==> config.mk <==
export PLATFORM = sky130hd
export DESIGN_NAME = first_fit_buffer_recycle_pool_flat
export DESIGN_NICKNAME = d
export VERILOG_FILES = /design/src/hdl/ffbrp_pkg.sv /design/src/hdl/ffbrp_in_if.sv /design/src/hdl/ffbrp_out_if.sv /design/src/hdl/ffbrp_ram.sv /design/src/hdl/ffbrp_ctrl.sv /design/src/hdl/first_fit_buffer_recycle_pool.sv /design/src/flat_wrapper.sv
export VERILOG_INCLUDE_DIRS = /design/src /design/src/hdl
export SDC_FILE = /design/constraint.sdc
export NUM_CORES = 1
export LEC_CHECK = 0
export BUFFER_PORTS_ARGS = -buffer_cell sky130_fd_sc_hd__buf_2
export CAP_MARGIN = 20
export CORE_ASPECT_RATIO = 1.4
export CORE_MARGIN = 2
export CORE_UTILIZATION = 55
export DETAILED_ROUTE_END_ITERATION = 12
export PLACE_DENSITY = 0.78
export SLEW_MARGIN = 20
export SYNTH_ARGS = -nofsm -noshare
export SYNTH_HDL_FRONTEND = slang
export SYNTH_SLANG_ARGS = --single-unit
==> constraint.sdc <==
create_clock -name clk -period 9.7 [get_ports clk]
set_input_delay 0.485 -clock clk [delete_from_list [all_inputs] [get_ports clk]]
set_output_delay 0.485 -clock clk [all_outputs]
set_load 0.05 [all_outputs]
==> src/hdl/first_fit_buffer_recycle_pool_defines.svh <==
// assertion macros for the recycle pool
`ifndef FIRST_FIT_BUFFER_RECYCLE_POOL_DEFINES_SVH
`define FIRST_FIT_BUFFER_RECYCLE_POOL_DEFINES_SVH
`ifndef SYNTH
// checked outside reset
`define FFBRP_ASSERT(label, clk, rst_n, prop) \
    label: assert property (@(posedge clk) disable iff (!rst_n) (prop)) \
        else $error("recycle pool check failed");
// checked on every edge, reset included
`define FFBRP_ASSERT_ALWAYS(label, clk, prop) \
    label: assert property (@(posedge clk) (prop)) \
        else $error("recycle pool check failed");
`else
`define FFBRP_ASSERT(label, clk, rst_n, prop)
`define FFBRP_ASSERT_ALWAYS(label, clk, prop)
`endif
`endif

==> src/hdl/ffbrp_pkg.sv <==
`timescale 1ns / 1ps

package ffbrp_pkg;

    // outcome codes of a result beat
    localparam int OUTCOME_W = 2;
    localparam logic [OUTCOME_W-1:0] OC_REQ_HIT  = 2'd0;
    localparam logic [OUTCOME_W-1:0] OC_REQ_BACK = 2'd1;
    localparam logic [OUTCOME_W-1:0] OC_REL_KEPT = 2'd2;
    localparam logic [OUTCOME_W-1:0] OC_REL_BACK = 2'd3;

    // function codes of an input beat
    localparam logic FUNC_RELEASE = 1'b0;
    localparam logic FUNC_REQUEST = 1'b1;

    typedef logic [OUTCOME_W-1:0] outcome_t;

endpackage

==> src/hdl/ffbrp_in_if.sv <==
`timescale 1ns / 1ps

interface ffbrp_in_if #(
    parameter int ID_BITS   = 16,
    parameter int SIZE_BITS = 32
);
    logic                 valid;
    logic                 ready;
    logic                 func;
    logic                 cacheable;
    logic [SIZE_BITS-1:0] byte_size;
    logic [ID_BITS-1:0]   buffer_id;

    modport source (
        output valid, func, cacheable, byte_size, buffer_id,
        input  ready
    );

    modport sink (
        input  valid, func, cacheable, byte_size, buffer_id,
        output ready
    );
endinterface

==> src/hdl/ffbrp_out_if.sv <==
`timescale 1ns / 1ps

interface ffbrp_out_if #(
    parameter int ID_BITS    = 16,
    parameter int SIZE_BITS  = 32,
    parameter int POOL_DEPTH = 16
);
    localparam int CNT_W = $clog2(POOL_DEPTH + 1);

    logic                 valid;
    logic                 ready;
    ffbrp_pkg::outcome_t  outcome;
    logic [ID_BITS-1:0]   hit_id;
    logic [SIZE_BITS-1:0] hit_size;
    logic [CNT_W-1:0]     pool_count;

    modport source (
        output valid, outcome, hit_id, hit_size, pool_count,
        input  ready
    );

    modport sink (
        input  valid, outcome, hit_id, hit_size, pool_count,
        output ready
    );
endinterface

==> src/hdl/ffbrp_ram.sv <==
`timescale 1ns / 1ps

module ffbrp_ram #(
    parameter int WIDTH = 48,
    parameter int DEPTH = 16
) (
    input  logic                     clk,
    input  logic                     we,
    input  logic [$clog2(DEPTH)-1:0] waddr,
    input  logic [WIDTH-1:0]         wdata,
    input  logic [$clog2(DEPTH)-1:0] raddr,
    output logic [WIDTH-1:0]         rdata
);
    logic [WIDTH-1:0] mem [DEPTH];
    logic [WIDTH-1:0] rdata_reg;

    // one write port, one registered read port
    always_ff @(posedge clk)
    begin
        if (we)
        begin
            mem[waddr] <= wdata;
        end
        rdata_reg <= mem[raddr];
    end

    assign rdata = rdata_reg;
endmodule

==> src/hdl/ffbrp_ctrl.sv <==
`timescale 1ns / 1ps
`include "first_fit_buffer_recycle_pool_defines.svh"

module ffbrp_ctrl #(
    parameter int POOL_DEPTH = 16,
    parameter int ID_BITS    = 16,
    parameter int SIZE_BITS  = 32
) (
    input  logic                            clk,
    input  logic                            rst_n,
    ffbrp_in_if.sink                        in_ch,
    ffbrp_out_if.source                     out_ch,
    output logic                            mem_we,
    output logic [$clog2(POOL_DEPTH)-1:0]   mem_waddr,
    output logic [ID_BITS+SIZE_BITS-1:0]    mem_wdata,
    output logic [$clog2(POOL_DEPTH)-1:0]   mem_raddr,
    input  logic [ID_BITS+SIZE_BITS-1:0]    mem_rdata
);
    localparam int IDX_W = $clog2(POOL_DEPTH);
    localparam int CNT_W = $clog2(POOL_DEPTH + 1);
    localparam logic [CNT_W-1:0] DEPTH_CNT = CNT_W'(POOL_DEPTH);

    localparam logic [1:0] ST_IDLE  = 2'd0;
    localparam logic [1:0] ST_SCAN  = 2'd1;
    localparam logic [1:0] ST_SHIFT = 2'd2;
    localparam logic [1:0] ST_EMIT  = 2'd3;

    logic [1:0]           state_reg, state_next;
    logic [CNT_W-1:0]     count_reg, count_next;
    logic [CNT_W-1:0]     idx_reg, idx_next;
    logic [SIZE_BITS-1:0] req_size_reg, req_size_next;
    ffbrp_pkg::outcome_t  res_outcome_reg, res_outcome_next;
    logic [ID_BITS-1:0]   res_id_reg, res_id_next;
    logic [SIZE_BITS-1:0] res_size_reg, res_size_next;

    logic                 out_valid_reg, out_valid_next;
    ffbrp_pkg::outcome_t  out_outcome_reg, out_outcome_next;
    logic [ID_BITS-1:0]   out_id_reg, out_id_next;
    logic [SIZE_BITS-1:0] out_size_reg, out_size_next;
    logic [CNT_W-1:0]     out_count_reg, out_count_next;

    logic                 in_fire;
    logic                 out_free;
    logic [CNT_W-1:0]     idx_plus1;
    logic [CNT_W:0]       idx_plus2;
    logic [SIZE_BITS-1:0] rd_size;
    logic [ID_BITS-1:0]   rd_id;

    assign in_ch.ready = (state_reg == ST_IDLE);
    assign in_fire     = in_ch.valid && in_ch.ready;
    assign out_free    = !out_valid_reg || out_ch.ready;
    assign idx_plus1   = idx_reg + CNT_W'(1);
    assign idx_plus2   = {1'b0, idx_reg} + (CNT_W + 1)'(2);
    assign rd_size     = mem_rdata[SIZE_BITS-1:0];
    assign rd_id       = mem_rdata[ID_BITS+SIZE_BITS-1:SIZE_BITS];

    // sequencer: append on a cacheable release with room, first-fit scan on a cacheable request, compaction after a hit
    always_comb
    begin
        state_next       = state_reg;
        count_next       = count_reg;
        idx_next         = idx_reg;
        req_size_next    = req_size_reg;
        res_outcome_next = res_outcome_reg;
        res_id_next      = res_id_reg;
        res_size_next    = res_size_reg;
        mem_we           = 1'b0;
        mem_waddr        = count_reg[IDX_W-1:0];
        mem_wdata        = {in_ch.buffer_id, in_ch.byte_size};
        mem_raddr        = '0;

        case (state_reg)
            ST_IDLE:
            begin
                if (in_fire)
                begin
                    res_id_next   = '0;
                    res_size_next = '0;
                    idx_next      = '0;
                    req_size_next = in_ch.byte_size;
                    if (in_ch.func == ffbrp_pkg::FUNC_REQUEST)
                    begin
                        if (in_ch.cacheable && (count_reg != '0))
                        begin
                            state_next = ST_SCAN;
                        end
                        else
                        begin
                            res_outcome_next = ffbrp_pkg::OC_REQ_BACK;
                            state_next       = ST_EMIT;
                        end
                    end
                    else
                    begin
                        if (in_ch.cacheable && (count_reg < DEPTH_CNT))
                        begin
                            mem_we           = 1'b1;
                            count_next       = count_reg + CNT_W'(1);
                            res_outcome_next = ffbrp_pkg::OC_REL_KEPT;
                        end
                        else
                        begin
                            res_outcome_next = ffbrp_pkg::OC_REL_BACK;
                        end
                        state_next = ST_EMIT;
                    end
                end
            end

            ST_SCAN:
            begin
                // read data holds entry idx; fetch the next one alongside
                mem_raddr = idx_plus1[IDX_W-1:0];
                if (rd_size >= req_size_reg)
                begin
                    res_outcome_next = ffbrp_pkg::OC_REQ_HIT;
                    res_id_next      = rd_id;
                    res_size_next    = rd_size;
                    count_next       = count_reg - CNT_W'(1);
                    state_next       = (idx_plus1 < count_reg) ? ST_SHIFT : ST_EMIT;
                end
                else if (idx_plus1 < count_reg)
                begin
                    idx_next = idx_plus1;
                end
                else
                begin
                    res_outcome_next = ffbrp_pkg::OC_REQ_BACK;
                    state_next       = ST_EMIT;
                end
            end

            ST_SHIFT:
            begin
                // read data holds entry idx+1; move it down one place
                mem_we    = 1'b1;
                mem_waddr = idx_reg[IDX_W-1:0];
                mem_wdata = mem_rdata;
                mem_raddr = idx_plus2[IDX_W-1:0];
                idx_next  = idx_plus1;
                if (idx_plus1 >= count_reg)
                begin
                    state_next = ST_EMIT;
                end
            end

            ST_EMIT:
            begin
                if (out_free)
                begin
                    state_next = ST_IDLE;
                end
            end

            default:
            begin
                state_next = ST_IDLE;
            end
        endcase
    end

    // output register
    always_comb
    begin
        out_valid_next   = out_valid_reg;
        out_outcome_next = out_outcome_reg;
        out_id_next      = out_id_reg;
        out_size_next    = out_size_reg;
        out_count_next   = out_count_reg;
        if (out_ch.ready)
        begin
            out_valid_next = 1'b0;
        end
        if ((state_reg == ST_EMIT) && out_free)
        begin
            out_valid_next   = 1'b1;
            out_outcome_next = res_outcome_reg;
            out_id_next      = res_id_reg;
            out_size_next    = res_size_reg;
            out_count_next   = count_reg;
        end
    end

    // control state
    always_ff @(posedge clk or negedge rst_n)
    begin
        if (!rst_n)
        begin
            state_reg     <= ST_IDLE;
            count_reg     <= '0;
            out_valid_reg <= 1'b0;
        end
        else
        begin
            state_reg     <= state_next;
            count_reg     <= count_next;
            out_valid_reg <= out_valid_next;
        end
    end

    // working and result payload
    always_ff @(posedge clk)
    begin
        idx_reg         <= idx_next;
        req_size_reg    <= req_size_next;
        res_outcome_reg <= res_outcome_next;
        res_id_reg      <= res_id_next;
        res_size_reg    <= res_size_next;
        out_outcome_reg <= out_outcome_next;
        out_id_reg      <= out_id_next;
        out_size_reg    <= out_size_next;
        out_count_reg   <= out_count_next;
    end

    assign out_ch.valid      = out_valid_reg;
    assign out_ch.outcome    = out_outcome_reg;
    assign out_ch.hit_id     = out_id_reg;
    assign out_ch.hit_size   = out_size_reg;
    assign out_ch.pool_count = out_count_reg;

    // checks
    `FFBRP_ASSERT(a_count_bound, clk, rst_n, count_reg <= DEPTH_CNT)
    `FFBRP_ASSERT(a_scan_in_range, clk, rst_n, (state_reg == ST_SCAN) |-> (idx_reg < count_reg))
    `FFBRP_ASSERT(a_shift_in_range, clk, rst_n, (state_reg == ST_SHIFT) |-> (idx_reg < count_reg))
    `FFBRP_ASSERT(a_count_step, clk, rst_n, (count_reg == $past(count_reg)) || (count_reg == $past(count_reg) + CNT_W'(1)) || (count_reg + CNT_W'(1) == $past(count_reg)))
    `FFBRP_ASSERT(a_no_write_when_full, clk, rst_n, (mem_we && (state_reg == ST_IDLE)) |-> (count_reg < DEPTH_CNT))
endmodule

==> src/hdl/first_fit_buffer_recycle_pool.sv <==
`timescale 1ns / 1ps

// First-fit buffer recycle pool. Handles and sizes of released cacheable
// buffers sit in one entry memory in release order, oldest at the bottom.
// A release beat is taken while idle and its result is loaded into the
// output register once that register is free. A cacheable request reads
// the memory one entry per cycle from the oldest until a size fits, then
// moves every later entry down by one place, again one entry per cycle;
// scan and compaction together cover the entries in the pool, one at a
// time through the single read port of the entry memory. A new beat is
// taken while an earlier result still waits in the output register; the
// pool has no clearing pass after reset.
module first_fit_buffer_recycle_pool #(
    parameter int POOL_DEPTH = 16,
    parameter int ID_BITS    = 16,
    parameter int SIZE_BITS  = 32
) (
    input  logic        clk,
    input  logic        rst_n,
    ffbrp_in_if.sink    in_ch,
    ffbrp_out_if.source out_ch
);
    localparam int IDX_W = $clog2(POOL_DEPTH);
    localparam int ENT_W = ID_BITS + SIZE_BITS;

    logic             mem_we;
    logic [IDX_W-1:0] mem_waddr;
    logic [ENT_W-1:0] mem_wdata;
    logic [IDX_W-1:0] mem_raddr;
    logic [ENT_W-1:0] mem_rdata;

    // entry memory: handle above size
    ffbrp_ram #(
        .WIDTH (ENT_W),
        .DEPTH (POOL_DEPTH)
    ) u_entries (
        .clk   (clk),
        .we    (mem_we),
        .waddr (mem_waddr),
        .wdata (mem_wdata),
        .raddr (mem_raddr),
        .rdata (mem_rdata)
    );

    // sequencer and output register
    ffbrp_ctrl #(
        .POOL_DEPTH (POOL_DEPTH),
        .ID_BITS    (ID_BITS),
        .SIZE_BITS  (SIZE_BITS)
    ) u_ctrl (
        .clk       (clk),
        .rst_n     (rst_n),
        .in_ch     (in_ch),
        .out_ch    (out_ch),
        .mem_we    (mem_we),
        .mem_waddr (mem_waddr),
        .mem_wdata (mem_wdata),
        .mem_raddr (mem_raddr),
        .mem_rdata (mem_rdata)
    );
endmodule
==> src/flat_wrapper.sv <==
// flat-port wrapper written by rule: the top's interface ports become plain ports
module first_fit_buffer_recycle_pool_flat 
#(
    parameter int POOL_DEPTH = 16,
    parameter int ID_BITS    = 16,
    parameter int SIZE_BITS  = 32
)
  (clk, rst_n, in_ch_valid, in_ch_func, in_ch_cacheable, in_ch_byte_size, in_ch_buffer_id, in_ch_ready, out_ch_valid, out_ch_outcome, out_ch_hit_id, out_ch_hit_size, out_ch_pool_count, out_ch_ready);
  ffbrp_in_if #(.ID_BITS(ID_BITS), .SIZE_BITS(SIZE_BITS)) in_ch_i ();
  ffbrp_out_if #(.ID_BITS(ID_BITS), .SIZE_BITS(SIZE_BITS), .POOL_DEPTH(POOL_DEPTH)) out_ch_i ();
  input  logic clk;
  input  logic rst_n;
  input wire logic [$bits(in_ch_i.valid)-1:0] in_ch_valid;
  input wire logic [$bits(in_ch_i.func)-1:0] in_ch_func;
  input wire logic [$bits(in_ch_i.cacheable)-1:0] in_ch_cacheable;
  input wire logic [$bits(in_ch_i.byte_size)-1:0] in_ch_byte_size;
  input wire logic [$bits(in_ch_i.buffer_id)-1:0] in_ch_buffer_id;
  output wire logic [$bits(in_ch_i.ready)-1:0] in_ch_ready;
  output wire logic [$bits(out_ch_i.valid)-1:0] out_ch_valid;
  output wire logic [$bits(out_ch_i.outcome)-1:0] out_ch_outcome;
  output wire logic [$bits(out_ch_i.hit_id)-1:0] out_ch_hit_id;
  output wire logic [$bits(out_ch_i.hit_size)-1:0] out_ch_hit_size;
  output wire logic [$bits(out_ch_i.pool_count)-1:0] out_ch_pool_count;
  input wire logic [$bits(out_ch_i.ready)-1:0] out_ch_ready;
  assign in_ch_i.valid = in_ch_valid;
  assign in_ch_i.func = in_ch_func;
  assign in_ch_i.cacheable = in_ch_cacheable;
  assign in_ch_i.byte_size = in_ch_byte_size;
  assign in_ch_i.buffer_id = in_ch_buffer_id;
  assign in_ch_ready = in_ch_i.ready;
  assign out_ch_valid = out_ch_i.valid;
  assign out_ch_outcome = out_ch_i.outcome;
  assign out_ch_hit_id = out_ch_i.hit_id;
  assign out_ch_hit_size = out_ch_i.hit_size;
  assign out_ch_pool_count = out_ch_i.pool_count;
  assign out_ch_i.ready = out_ch_ready;
  first_fit_buffer_recycle_pool #(.POOL_DEPTH(POOL_DEPTH), .ID_BITS(ID_BITS), .SIZE_BITS(SIZE_BITS)) u_core (.clk(clk), .rst_n(rst_n), .in_ch(in_ch_i), .out_ch(out_ch_i));
endmodule
# Yosys cells after proc, flatten, opt, wreduce, memory -nomap -nowiden
# Memory sizes are Yosys's and may differ from the RTL's. A register that Yosys moved wholly into a read port is not among the register bits.
# Index checks and enable logic that the tools add are counted.
[totals]
register_bits = 150
ramBits = 768
in_bits = 54
word_cells = 93
memories = 1
[mem_list]
columns = ["memory", "words", "width", "rd", "rd_ports_with_merged_regs", "write_ports", "line_no", "rtl"]
rows = [
  ["u_core.u_entries.mem", 16, 48, 1, 1, 1, "ffbrp_ram.sv:14", "logic [WIDTH-1:0] mem [DEPTH];"],
]
[op_classes]
add_sub_neg = 4
magnitude_cmp = 4
eq_ne = 13
muxes = 42
reduce_logical = 17
[ops]
columns = ["cell", "n"]
rows = [
  ["$mux W32", 2],
  ["$pmux W32 S2", 1],
  ["$mux W48", 1],
  ["$mux W5", 7],
  ["$ge A32 B32 Y1", 1],
  ["$mux W16", 2],
  ["$pmux W16 S2", 1],
  ["$mux W2", 12],
  ["$pmux W5 S3", 1],
  ["$ne A2 B2 Y1 const B", 6],
  ["$reduce_and A4 Y1", 3],
  ["$add A5 B1 Y5 const B", 2],
  ["$pmux W5 S2", 1],
  ["$mux W1", 9],
  ["$pmux W2 S4", 1],
  ["$pmux W4 S2", 1],
  ["$ne A3 B3 Y1 const B", 2],
  ["$ge A5 B5 Y1", 1],
  ["$lt A5 B5 Y1", 1],
  ["$lt A5 B5 Y1 const B", 1],
  ["$reduce_and A5 Y1", 1],
  ["$reduce_bool A5 Y1", 1],
  ["$sub A5 B1 Y5 const B", 1],
  ["$add A4 B2 Y4 const B", 1],
  ["14 further kinds", 20],
]

# Longest topological paths before layout
[depth]
ltp_word = 8
ltp_mapped = 11
ltp_nobuf = 11

# Cells and area by module
# Synthesis repeated with hierarchy kept, for this count alone.
[unflattened]
hier_cells = 1733
hier_area_um2 = 36643.9
[modules_own_cells]
columns = ["module", "n_inst", "cells_each", "area_each_um2"]
rows = [
  ["ffbrp_ram", 1, 1242, 29691.0],
  ["ffbrp_ctrl", 1, 491, 6952.9],
]

# Worst setup path before layout
# Ideal clock, no wire load.
[synth_timing]
path_type = "reg2reg"
start = "reg u_core.u_ctrl.state_reg[0]"
end = "mem u_core.u_entries.mem[3][0] (enable)"
t_arrival_ns = 4.858
t_required_ns = 9.246
path_slack_ns = 4.388
stages_incl_launch_ff = 9
path_buffers = 0
period_less_slack_ns = 5.312
path_cell_list = "dfrtp_1 inv_1 ha_1 and2_1 nor2b_1 inv_1 nor4_1 a31oi_1 nor2_1"
[synth_between]
elab_chain_len = 6
elab_cells_between_ends = 8
cone_classes = "eq/ne: 1; mux: 5; reduce/logical: 2"
[synth_lines]
columns = ["item", "line_no", "rtl"]
rows = [
  ["start, declared", "ffbrp_ctrl.sv:28", "logic [1:0] state_reg, state_next;"],
  ["start signal, assigned", "ffbrp_ctrl.sv:195", "state_reg <= state_next;"],
  ["$logic_not A2 Y1 *", "ffbrp_ctrl.sv:49", "assign in_ch.ready = (state_reg == ST_IDLE);"],
  ["named net in_ch_ready", "flat_wrapper.sv:18", "output wire logic [$bits(in_ch_i.ready)-1:0] in_ch_ready;"],
  ["$logic_and A1 B1 Y1", "ffbrp_ctrl.sv:50", "assign in_fire = in_ch.valid && in_ch.ready;"],
  ["$mux W1", "ffbrp_ctrl.sv:75", "if (in_fire)"],
  ["$pmux W1 S2 *", "ffbrp_ctrl.sv:72", "case (state_reg)"],
  ["$mux W1 *", "ffbrp_ram.sv:20", "if (we)"],
  ["$mux W1 (not written as such) *", "ffbrp_ram.sv:22", "mem[waddr] <= wdata;"],
  ["end, declared", "ffbrp_ram.sv:14", ""],
]
# The timed path passes the listed nets; every way through them passes the cells marked *.

# Worst setup path after layout
[layout_timing]
start = "reg u_core.u_ctrl.state_reg[1]"
end = "reg u_core.u_entries.rdata_reg[37], in the netlist u_core.u_entries.rdata[37] (read register of u_core.u_entries.mem)"
[layout_between]
elab_chain_len = 2
elab_cells_between_ends = 3
cone_classes = "eq/ne: 2; mux: 1"
[layout_lines]
columns = ["item", "line_no", "rtl"]
rows = [
  ["$eq A2 B2 Y1 / $eq A2 B1 Y1 (equally long branches)", "ffbrp_ctrl.sv:72", ""],
  ["$pmux W4 S2 *", "ffbrp_ctrl.sv:72", ""],
  ["end, declared", "ffbrp_ram.sv:15", "logic [WIDTH-1:0] rdata_reg;"],
]
# Mark *: on every way between the ends. The rest lies on a longest branch, timed or not.
# A chain may end at the register's enable or synchronous reset.

==> out/results.txt <==
Clock Skews -> 0.0245 ns
grt ovf -> 0
MaxCap Viol Count -> 0
site row count -> 112
Slew headroom -> 25.9%
fin crit period -> 4.83 ns
post-synthesis compound-gate area fraction -> 2.88%
Final setup viols -> 0
peak supply drop -> 0.266 mV
critical path type -> register to register
CTS tree -> yes
status -> completed
H-tree depth -> 3
Avg Inst Size Synth -> 20.1 um2
Synth Area in Simple Gates -> 3.85%
unique cell type count in the Yosys netlist -> 52
Root Driver -> clkbuf_16
cells along the critical path -> inv_1 > ha_2 > buf_4 > nand2_1 > o21ai_1 > nand2_4 > buf_4 > buf_4 > mux4_2 > and2_1 > a211oi_1 > a31oi_1
Synth top area share -> 73.6%
PwrDens -> 338 mW/mm2
Final Hold Fails -> 0
clk_lat worst skew -> 0.64 ns
final worst-path setup slack -> 4.87 ns
Tightest Hold Check Type -> input port to register
clock slew at reported path FFs -> 0.07 ns
Required @ worst endpoint -> 10.16 ns
Lkg Pwr -> 13.8 nW
initial antenna violation count -> 1
ys async rst share -> 0.828%
Die W -> 224 um
Area after DPL -> 0.0387 mm2
number of flip-flops in the largest register -> 768
Final nets -> 2079
Worst Tran Pin Value -> 1.11 ns
first-pass GRT wire length -> 119000 um
DRC -> 0
#FFs+latches synth -> 966
die span in y -> 311 um
Post-synth EDFFs -> 910
top cells by area, synth -> edfxtp_1 (74%), mux4_2 (12%), dfxtp_1 (2.6%)
GPL Wtd Cong -> 0.792
via count -> 18363
I/O Pins -> 111
CP Max Fanout -> 62
gr usage total -> 23.4%
Post-synth top cells -> edfxtp_1 (910), mux4_2 (192), nand2_1 (116), and2_1 (104)
layout cells sized above 1 -> 25.7%
Detailed Route Iter0 Violations -> 2148
drt wl/cell -> 27.8 um
Routed Antenna Nets -> 0
CP most frequent cell -> buf_4
Pre-Repair DR Iteration Count -> 7
clock sinks -> 966
Post-Syn Instances -> 1842
# port buffers -> 110
Yosys warning count -> 0
maximum clock insertion buffer count -> 3
main combinational cell family by area after synthesis -> multiplexers
crit end category -> register
most common cell in the synthesized netlist -> edfxtp_1
CTS resizes -> 0
Fmax -> 207 MHz
starting density of the core -> 55.6%
Synth Area in XOR/XNOR -> 0.142%
DIE AREA -> 0.0696 mm2
dpl hpwl -> 39600 um
vias in the first global route -> 18813
n_diodes -> 0
adder-cell area share of the yosys netlist -> 1.61%
final WL -> 80500 um
Post-Place Setup Slack -> 4.79 ns
design area -> 0.0414 mm2
post-CTS setup buffers -> 0
CP max stage cell -> buf_4
area grow syn2layout -> 11.7%
Critical Path AT -> 5.29 ns
top_reg_cell synth -> edfxtp_1
leading area contributor after synthesis -> edfxtp_1
Critical Path Max Stage Delay -> 0.81 ns
multiplexer area fraction after synthesis -> 13.2%
post-synthesis cell area -> 0.0371 mm2
total core area -> 0.0667 mm2
Slew Limit Fails -> 0
Seq/Total Area, Yosys -> 76.8%
Tcrit/Tclk final -> 49.8%
CP startpoint kind -> register
final setup TNS -> 0 ns
largest net degree at the start of global routing -> 137
routed vias/inst -> 6.34
CTS Buf Count -> 82
Post-Syn Nets -> 1943
final hold slack -> 0.0323 ns
RSZ-0062 raised after global routing -> false
## logic make-up after synthesis
family / after synthesis
fa+ha+maj: 47
mux: 244
compound gates: 156
simple gates: 288
xor+xnor: 6
buf+inv: 135
flops: 966
## critical path, delay by kind of cell, from the launching register on
| family | cells | cell delay [ns] |
|---|---|---|
| AND/OR/NAND/NOR | 3 | 0.85 |
| adder cells (fa/ha/maj) | 1 | 0.18 |
| multiplexers | 1 | 0.59 |
| buffers and inverters | 4 | 2.05 |
| flip-flops | 1 | 0.50 |
| AO/OA/AOI/OAI | 3 | 0.45 |
## cells in the final DEF, fill, tap and decap left out, types with 13 or more instances in the layout
master       n
a21oi_1     20
mux4_2     192
mux2_2      49
clkbuf_1    21
ha_1        44
a31oi_1     52
a211oi_1    52
dfxtp_1     48
buf_2      110
nor2_4      18
clkinv_1    13
buf_4       28
and2_1     101
nand2_1    114
clkbuf_16   87
edfxtp_1   910
inv_1       46
## power breakdown
part / internal, W / switching (W) / leakage, nW
Combinational: 0.00180 / 0.00287 / 3.67
Clock: 0.00189 / 0.00142 / 1.31
Sequential: 0.00576 / 0.000265 / 8.77
Total: 0.00944 / 0.00456 / 13.8
## layer usage
layer	global-route usage, %	wire (um)	up-vias
li1	-	-	7695
met1	31.5	31000	9573
met2	39.3	40600	960
met3	3.48	6680	133
met4	8.36	2150	2
met5	0	13	-
## final cells by class
class,instances,area (um2)
inverter,47,176
clock buffer,109,2270
sequential,966,28500
clock inverter,39,419
tap,855,1070
multi-input combinational,741,8230
timing repair buffer,140,791
fill,4393,25300
## metrics by stage
step	power, W	std cells	util (%)
6_report	0.0140	2897	62.1
5_1_grt	0.0146	2897	62.1
4_1_cts	0.0141	2897	62.1
3_5_place_dp	0.0107	2748	58.1
3_3_place_gp	0.0106	2748	58.1
2_1_floorplan	0.00947	1842	-
## path summary, 6_finish.rpt
check | from | end | slack [ns] | cells after the start
setup / recovery | u_core.u_ctrl.state_reg[1]$_DFFE_PN0P_ | u_core.u_entries.rdata[37]$_DFF_P_ | 4.87 | 12
hold / removal | in_ch_byte_size[14] | u_core.u_ctrl.req_size_reg[14]$_DFFE_PP_ | 0.03 | 1
setup reg to reg | u_core.u_ctrl.state_reg[1]$_DFFE_PN0P_ | u_core.u_entries.rdata[37]$_DFF_P_ | 4.87 | 12
hold reg to reg | u_core.u_ctrl.res_size_reg[6]$_SDFFCE_PN0P_ | u_core.u_ctrl.out_ch.hit_size[6]$_DFFE_PP_ | 0.41 | 0
max in group asynchronous | rst_n | u_core.u_ctrl.out_ch.valid$_DFFE_PN0P_ | 9.29 | 2
min in group asynchronous | rst_n | u_core.u_ctrl.count_reg[1]$_DFFE_PN0P_ | 0.22 | 2
## repair_timing
| action | 4_1_cts | 5_1_grt |
|---|---|---|
| hold buffers | 1 | 0 |
| setup endpoints to repair | 0 | 0 |
| endpoints found under the hold margin | 8 | 0 |
(Power assumes the default switching activity.)
